`src/sv/assert_macros.svh`:
```
// Assertion macros shared by the cache RTL.
`ifndef ASSERT_MACROS_SVH
`define ASSERT_MACROS_SVH
`ifndef SYNTHESIS
// The consequent must hold in the same cycle as the antecedent.
`define SALWC_ASSERT_IMPL(label, clk, rst_n, ante, cons, msg) \
  label: assert property (@(posedge clk) disable iff (!rst_n) (ante) |-> (cons)) else $error(msg);
// The consequent must hold in the cycle after the antecedent.
`define SALWC_ASSERT_NEXT(label, clk, rst_n, ante, cons, msg) \
  label: assert property (@(posedge clk) disable iff (!rst_n) (ante) |=> (cons)) else $error(msg);
`else
`define SALWC_ASSERT_IMPL(label, clk, rst_n, ante, cons, msg)
`define SALWC_ASSERT_NEXT(label, clk, rst_n, ante, cons, msg)
`endif
`endif

```
`src/sv/salwc_pkg.sv`:
```
// Types, constants and helpers for the set-associative write-back cache.
package salwc_pkg;

  localparam int WAYS      = 4;
  localparam int SETS      = 256;
  localparam int WAY_W     = (WAYS > 1) ? $clog2(WAYS) : 1;
  localparam int AGE_W     = WAY_W;
  localparam int SET_W     = (SETS > 1) ? $clog2(SETS) : 1;
  localparam int INDEX_LIM = $clog2(SETS);
  localparam int ADDR_W    = 32;
  localparam int TAG_W     = 32;
  localparam int CFG_IDX_W = 3;
  localparam int CFG_DATA_W = 10;
  localparam int COST_W    = 11;
  localparam int CNT_W     = 32;

  // Configuration register indexes.
  typedef enum logic [CFG_IDX_W-1:0] {
    CFG_OFFSET_BITS    = 3'd0,
    CFG_INDEX_BITS     = 3'd1,
    CFG_HIT_COST       = 3'd2,
    CFG_MISS_COST      = 3'd3,
    CFG_WRITEBACK_COST = 3'd4
  } cfg_idx_t;

  // Control sequencer states.
  typedef enum logic {
    ST_IDLE,
    ST_LOOK
  } state_t;

  // One way of a set as held in the tag store.
  typedef struct packed {
    logic             valid;
    logic             dirty;
    logic [TAG_W-1:0] tag;
    logic [AGE_W-1:0] age;
  } way_t;

  typedef way_t [WAYS-1:0] row_t;

  // Outcome of one lookup, handed from the update logic to the control.
  typedef struct packed {
    logic              hit;
    logic [WAY_W-1:0]  way;
    logic              writeback;
    logic [ADDR_W-1:0] evicted;
    logic [WAYS-1:0]   lru_vec;
    row_t              row_nxt;
  } upd_t;

  // Registered result item.
  typedef struct packed {
    logic              hit;
    logic [1:0]        way_used;
    logic              writeback;
    logic [ADDR_W-1:0] evicted_block;
    logic [COST_W-1:0] cost;
    logic [CNT_W-1:0]  hit_total;
    logic [CNT_W-1:0]  miss_total;
  } resp_t;

  // Contents of a set that has never been written since reset.
  function automatic row_t reset_row();
    row_t r;
    for (int w = 0; w < WAYS; w++) begin
      r[w].valid = 1'b0;
      r[w].dirty = 1'b0;
      r[w].tag   = '0;
      r[w].age   = AGE_W'(WAYS - 1 - w);
    end
    return r;
  endfunction

endpackage

```
`src/sv/salwc_update.sv`:
```
// Hit detection, victim choice and LRU age update for one set.
module salwc_update
  import salwc_pkg::*;
(
  input  row_t             row,
  input  logic [TAG_W-1:0] tag,
  input  logic [SET_W-1:0] set_idx,
  input  logic [3:0]       ib,
  input  logic             is_write,
  output upd_t             upd
);

  logic [WAYS-1:0]  hit_vec;
  logic [WAYS-1:0]  inv_vec;
  logic [WAYS-1:0]  lru_vec;
  logic [WAY_W-1:0] hit_idx;
  logic [WAY_W-1:0] inv_idx;
  logic [WAY_W-1:0] lru_idx;
  logic [WAY_W-1:0] used;
  logic [AGE_W-1:0] old_age;
  logic             hit;
  logic             any_inv;
  logic             wb;
  row_t             row_nxt;

  // Per-way match, free and oldest flags.
  always_comb begin
    for (int w = 0; w < WAYS; w++) begin
      hit_vec[w] = row[w].valid && (row[w].tag == tag);
      inv_vec[w] = !row[w].valid;
      lru_vec[w] = (row[w].age == AGE_W'(WAYS - 1));
    end
  end

  // Lowest-index selection for each flag vector.
  always_comb begin
    hit_idx = '0;
    inv_idx = '0;
    lru_idx = '0;
    for (int w = WAYS - 1; w >= 0; w--) begin
      if (hit_vec[w]) hit_idx = WAY_W'(w);
      if (inv_vec[w]) inv_idx = WAY_W'(w);
      if (lru_vec[w]) lru_idx = WAY_W'(w);
    end
  end

  assign hit     = |hit_vec;
  assign any_inv = |inv_vec;
  assign used    = hit ? hit_idx : (any_inv ? inv_idx : lru_idx);
  assign wb      = !hit && !any_inv && row[lru_idx].dirty;
  assign old_age = row[used].age;

  // New contents of the set: ages move up behind the touched way.
  always_comb begin
    row_nxt = row;
    for (int j = 0; j < WAYS; j++) begin
      if (row[j].age < old_age) begin
        row_nxt[j].age = row[j].age + AGE_W'(1);
      end
    end
    row_nxt[used].age = '0;
    if (hit) begin
      row_nxt[used].dirty = row[used].dirty | is_write;
    end else begin
      row_nxt[used].valid = 1'b1;
      row_nxt[used].dirty = is_write;
      row_nxt[used].tag   = tag;
    end
  end

  // Block address of a dirty victim rebuilt from its tag and the set.
  always_comb begin
    upd.hit       = hit;
    upd.way       = used;
    upd.writeback = wb;
    upd.evicted   = wb ? ((row[lru_idx].tag << ib) | ADDR_W'(set_idx)) : '0;
    upd.lru_vec   = lru_vec;
    upd.row_nxt   = row_nxt;
  end

endmodule

```
`config.mk`:
```
export PLATFORM = sky130hd
export DESIGN_NAME = salwc_update
export DESIGN_NICKNAME = d
export VERILOG_FILES = /design/src/sv/assert_macros.svh /design/src/sv/salwc_pkg.sv /design/src/sv/salwc_update.sv
export SDC_FILE = /design/constraint.sdc
export NUM_CORES = 1
export LEC_CHECK = 0
export ABC_CLOCK_PERIOD_IN_PS = 16670
export BUFFER_PORTS_ARGS = -buffer_cell sky130_fd_sc_hd__clkbuf_2
export CORE_AREA = 2 2 144 146
export DETAILED_ROUTE_END_ITERATION = 12
export DIE_AREA = 0 0 146 148
export PLACE_DENSITY = 0.64
export SLEW_MARGIN = 20
export SYNTH_ARGS = -nofsm -noshare
export SYNTH_HDL_FRONTEND = slang
export SYNTH_SLANG_ARGS = --single-unit
```
`constraint.sdc`:
```
create_clock -name vclk -period 16.67
set_input_delay 3.334 -clock vclk [all_inputs]
set_output_delay 3.334 -clock vclk [all_outputs]
set_load 0.02 [all_outputs]
```
==> report_table.html <==
<table>
<tr><th>Metric</th><th>Value</th></tr>
<tr><th colspan="2">Run status</th></tr>
<tr><td>Result of the run</td><td>finished clean</td></tr>
<tr><th colspan="2">Critical path</th></tr>
<tr><td>Worst setup EP type</td><td>primary output</td></tr>
<tr><td>Top fanout value on the critical path</td><td>34</td></tr>
<tr><td>Critical Path RT</td><td>13.34 ns</td></tr>
<tr><td>Arrival time reported for the critical path endpoint</td><td>7.73 ns</td></tr>
<tr><td>Worst Setup Start Kind</td><td>primary input</td></tr>
<tr><td>Kind of critical path</td><td>primary input to primary output</td></tr>
<tr><th colspan="2">Timing</th></tr>
<tr><td>Unrepaired setup endpoints after global routing</td><td>no</td></tr>
<tr><td>Setup Total Neg Slack</td><td>0 ns</td></tr>
<tr><td>Number of failing hold endpoints at the final stage</td><td>0</td></tr>
<tr><td>Final WS setup</td><td>5.607 ns</td></tr>
<tr><td>Final setup violation count</td><td>0</td></tr>
<tr><td>Fmax achieved</td><td>90.39 MHz</td></tr>
<tr><td>Share of the clock period used by the worst path</td><td>66.36%</td></tr>
<tr><td>Clock period minus final worst setup slack</td><td>11.06 ns</td></tr>
<tr><td>Slew of the pin with the lowest slew margin</td><td>0.9796 ns</td></tr>
<tr><td>Normalized max-slew margin</td><td>34.69%</td></tr>
<tr><td>Max Slew Vio Count</td><td>0</td></tr>
<tr><th colspan="2">Routing</th></tr>
<tr><td># DRC</td><td>0</td></tr>
<tr><td>Routed wire per std cell</td><td>23.52 µm</td></tr>
<tr><td>Detailed-routing wirelength on met1</td><td>14.92 mm</td></tr>
<tr><td>Iteration-0 DRC Markers</td><td>794</td></tr>
<tr><td>Via count</td><td>8,696</td></tr>
<tr><td>Highest Signal Layer</td><td>met4</td></tr>
<tr><td>Routed wl met2</td><td>16.42 mm</td></tr>
<tr><td>Total iterations of the first detailed-routing run</td><td>5</td></tr>
<tr><td>Wire length reported by the detailed router</td><td>34.88 mm</td></tr>
<tr><td>Via density</td><td>5.864</td></tr>
<tr><td>Count of nets left with antenna violations after detail routing</td><td>0</td></tr>
<tr><td>Met3 wire len</td><td>2.479 mm</td></tr>
<tr><th colspan="2">Worst hold path</th></tr>
<tr><td>Worst hold path endpoint</td><td>upd[152]</td></tr>
<tr><td>Hold path startpoint</td><td>set_idx[4]</td></tr>
<tr><td>Type of the most critical hold path</td><td>primary input to primary output</td></tr>
<tr><td>Hold path depth</td><td>3</td></tr>
<tr><th colspan="2">Flow run</th></tr>
<tr><td># Max-Cap Violations</td><td>0</td></tr>
<tr><th colspan="2">Floorplan</th></tr>
<tr><td>Die width</td><td>146 µm</td></tr>
<tr><td>Starting density of the core</td><td>35.73%</td></tr>
<tr><td>Core Footprint</td><td>0.02004 mm²</td></tr>
<tr><td>Die extent in y</td><td>148 µm</td></tr>
<tr><td># IOs</td><td>373</td></tr>
<tr><td>Die Outline Area</td><td>0.02161 mm²</td></tr>
<tr><td>Total number of placement rows</td><td>52</td></tr>
<tr><th colspan="2">Yosys</th></tr>
<tr><td>Post-synthesis net count</td><td>1,121</td></tr>
<tr><td>Number of instances in the synthesized netlist</td><td>924</td></tr>
<tr><td>Adder and majority gate portion of the synthesized area</td><td>1.398%</td></tr>
<tr><td>Basic-gate share of the synthesized area counting and, or, nand and nor cells</td><td>21.78%</td></tr>
<tr><td>Area share of xor/xnor cells in the synthesized design</td><td>14.19%</td></tr>
<tr><td>Synthesized area per cell</td><td>7.748 µm²</td></tr>
<tr><td>Share of cell area taken by muxes after synthesis</td><td>38.41%</td></tr>
<tr><td>Post-synthesis cell area</td><td>0.007159 mm²</td></tr>
<tr><td>Yosys warnings</td><td>0</td></tr>
<tr><td>Sequential fraction of the synthesis area</td><td>0%</td></tr>
<tr><td>Number of library cell types mapped by synthesis</td><td>68</td></tr>
<tr><td>Share of the synthesized area in compound gates (AO/OA/AOI/OAI)</td><td>16.97%</td></tr>
<tr><td>Main combinational cell family by area after synthesis</td><td>multiplexers</td></tr>
<tr><th colspan="2">Clocking</th></tr>
<tr><td>Post-CTS setup-driven buffer insertion count</td><td>0</td></tr>
<tr><td># resized after CTS</td><td>0</td></tr>
<tr><td>Quantity of hold-fixing buffers added after cts</td><td>0</td></tr>
<tr><th colspan="2">Cells and area</th></tr>
<tr><td>Layout area overhead</td><td>25.67%</td></tr>
<tr><td>Number of clock-tree buffers in the layout</td><td>0</td></tr>
<tr><td>Non-Filler Cell Area, Final</td><td>0.008997 mm²</td></tr>
<tr><td>Layout cell share with drive strength beyond 1</td><td>41.50%</td></tr>
<tr><td>Most common cell after layout, fill and taps aside</td><td>sky130_fd_sc_hd__clkbuf_2</td></tr>
<tr><td>Area occupied by multi-input gates</td><td>0.006674 mm²</td></tr>
<tr><td>Sequential cell count</td><td>0</td></tr>
<tr><td>Fill cell instance count of the final layout</td><td>2,121</td></tr>
<tr><td>Commonest cells after routing, fill and taps aside</td><td>373 x sky130_fd_sc_hd__clkbuf_2, 118 x sky130_fd_sc_hd__mux2i_1, 68 x sky130_fd_sc_hd__a21oi_1, 68 x sky130_fd_sc_hd__mux2_2, 63 x sky130_fd_sc_hd__xnor2_1</td></tr>
<tr><td>Count of nets after finishing</td><td>1,411</td></tr>
<tr><td>Non-filler instance count after layout</td><td>1,483</td></tr>
<tr><td>Area taken by flip-flops and latches</td><td>0 µm²</td></tr>
<tr><th colspan="2">Place</th></tr>
<tr><td>Total instance count after detailed placement</td><td>1,482</td></tr>
<tr><td>Port Buf Inserts</td><td>373</td></tr>
<tr><td>Worst setup slack after placement</td><td>5.684 ns</td></tr>
<tr><td>Total half-perimeter wirelength after legalization and detailed placement</td><td>29.23 mm</td></tr>
<tr><td>Routability congestion estimate from global placement</td><td>0.9483</td></tr>
<tr><td>Cell area reported after detailed placement</td><td>0.008992 mm²</td></tr>
<tr><th colspan="2">Global route</th></tr>
<tr><td>Congestion Overflow GR</td><td>0</td></tr>
<tr><td>Maximum number of pins on one net before global-route repair</td><td>69</td></tr>
<tr><td>First-pass GRT wire length</td><td>50.47 mm</td></tr>
<tr><td>Initial antenna violation count</td><td>1</td></tr>
<tr><td>Via count of the first global-routing pass</td><td>8,174</td></tr>
<tr><td>Total routing resource utilization after global routing</td><td>30.05%</td></tr>
<tr><th colspan="2">Power</th></tr>
<tr><td>Total power density per cell area</td><td>39.84 mW/mm²</td></tr>
<tr><td>Worst ir drop on vdd</td><td>0.00001965 V</td></tr>
<tr><td>Leakage</td><td>4.205 nW</td></tr>
</table>
[where the power goes]
part           switching [mW]     total (mW)  leakage, nW   internal, mW
clock network               0  0.00000000803   0.00000634  0.00000000802
registers                   0              0            0              0
logic                   0.222          0.358         4.20          0.136
total                   0.222          0.358         4.20          0.136
[through the flow]
| step | hold slack [ns] | power (mW) | util (%) |
|---|---|---|---|
| after global placement | 7.007 | 0.3503 | 44.87 |
| after floorplan | 6.810 | 0.2349 | - |
| after detailed placement | 7.006 | 0.3511 | 44.87 |
| final | 7.008 | 0.3585 | 44.90 |
| after global routing | 7.036 | 0.3791 | 44.90 |
| after CTS | 7.008 | 0.3528 | 44.87 |
[synth_stat cells (9+ instances only)]
master | n | area, µm²
sky130_fd_sc_hd__nand3_1 | 14 | 70.07
sky130_fd_sc_hd__buf_2 | 10 | 50.05
sky130_fd_sc_hd__mux2_1 | 34 | 382.9
sky130_fd_sc_hd__clkbuf_1 | 63 | 236.5
sky130_fd_sc_hd__o21ai_0 | 11 | 55.05
sky130_fd_sc_hd__mux2i_1 | 118 | 1181
sky130_fd_sc_hd__xnor2_1 | 63 | 551.8
sky130_fd_sc_hd__nor2_1 | 30 | 112.6
sky130_fd_sc_hd__xor2_1 | 53 | 464.2
sky130_fd_sc_hd__inv_1 | 16 | 60.06
sky130_fd_sc_hd__mux2_2 | 68 | 765.7
sky130_fd_sc_hd__nor4_1 | 27 | 168.9
sky130_fd_sc_hd__nor2b_1 | 27 | 168.9
sky130_fd_sc_hd__nand4_1 | 22 | 137.6
sky130_fd_sc_hd__a211oi_1 | 62 | 465.5
sky130_fd_sc_hd__mux2_4 | 28 | 420.4
sky130_fd_sc_hd__nor3_1 | 9 | 45.04
sky130_fd_sc_hd__nand2_1 | 37 | 138.9
sky130_fd_sc_hd__nand2b_1 | 50 | 312.8
sky130_fd_sc_hd__a21oi_1 | 69 | 345.3
[worst max-delay path, cell delays in order]
cell	delay, ns
sky130_fd_sc_hd__clkbuf_2	0.13
sky130_fd_sc_hd__ha_1	0.26
sky130_fd_sc_hd__inv_1	0.69
sky130_fd_sc_hd__a21oi_4	0.08
sky130_fd_sc_hd__buf_4	0.34
sky130_fd_sc_hd__o21ai_0	0.23
sky130_fd_sc_hd__a21boi_1	0.18
sky130_fd_sc_hd__o211a_4	0.31
sky130_fd_sc_hd__nor2_8	0.23
sky130_fd_sc_hd__mux2_2	0.36
sky130_fd_sc_hd__o21ai_0	0.43
sky130_fd_sc_hd__ha_1	0.34
sky130_fd_sc_hd__or2_2	0.32
sky130_fd_sc_hd__o41ai_2	0.06
sky130_fd_sc_hd__mux2i_1	0.22
sky130_fd_sc_hd__clkbuf_2	0.19
[how the worst max path moves through the flow]
stage / from / to / slack, ns / depth (start not counted)
after global placement: row[36] / upd[109] / 5.74 / 16
after global routing: row[36] / upd[73] / 5.38 / 16
after CTS: row[36] / upd[73] / 5.68 / 16
after detailed placement: row[36] / upd[73] / 5.68 / 16
after floorplan: tag[7] / upd[73] / 6.11 / 13
final: row[36] / upd[73] / 5.61 / 16
[area by class of cell]
cell class,count,area share [%]
multi-input cells,815,74.18
repair buffers,380,21.33
well taps,270,3.755
inverters,17,0.7092
diodes,1,0.02781
[metal layers]
metal / GRT usage [%] / vias to the layer above
li1: - / 3987
met1: 40.43 / 4171
met2: 52.24 / 477
met3: 1.790 / 61
met4: 8.107 / 0
met5: 0 / -
[logic make-up after synthesis]
logic type                 Yosys count
adders and majority gates            8
AOI/OAI and AO/OA                  183
muxes                              248
buffers and inverters              109
and+or+nand+nor                    260
xor gates and xnor gates           116
Power figures use the tool's default switching activity.
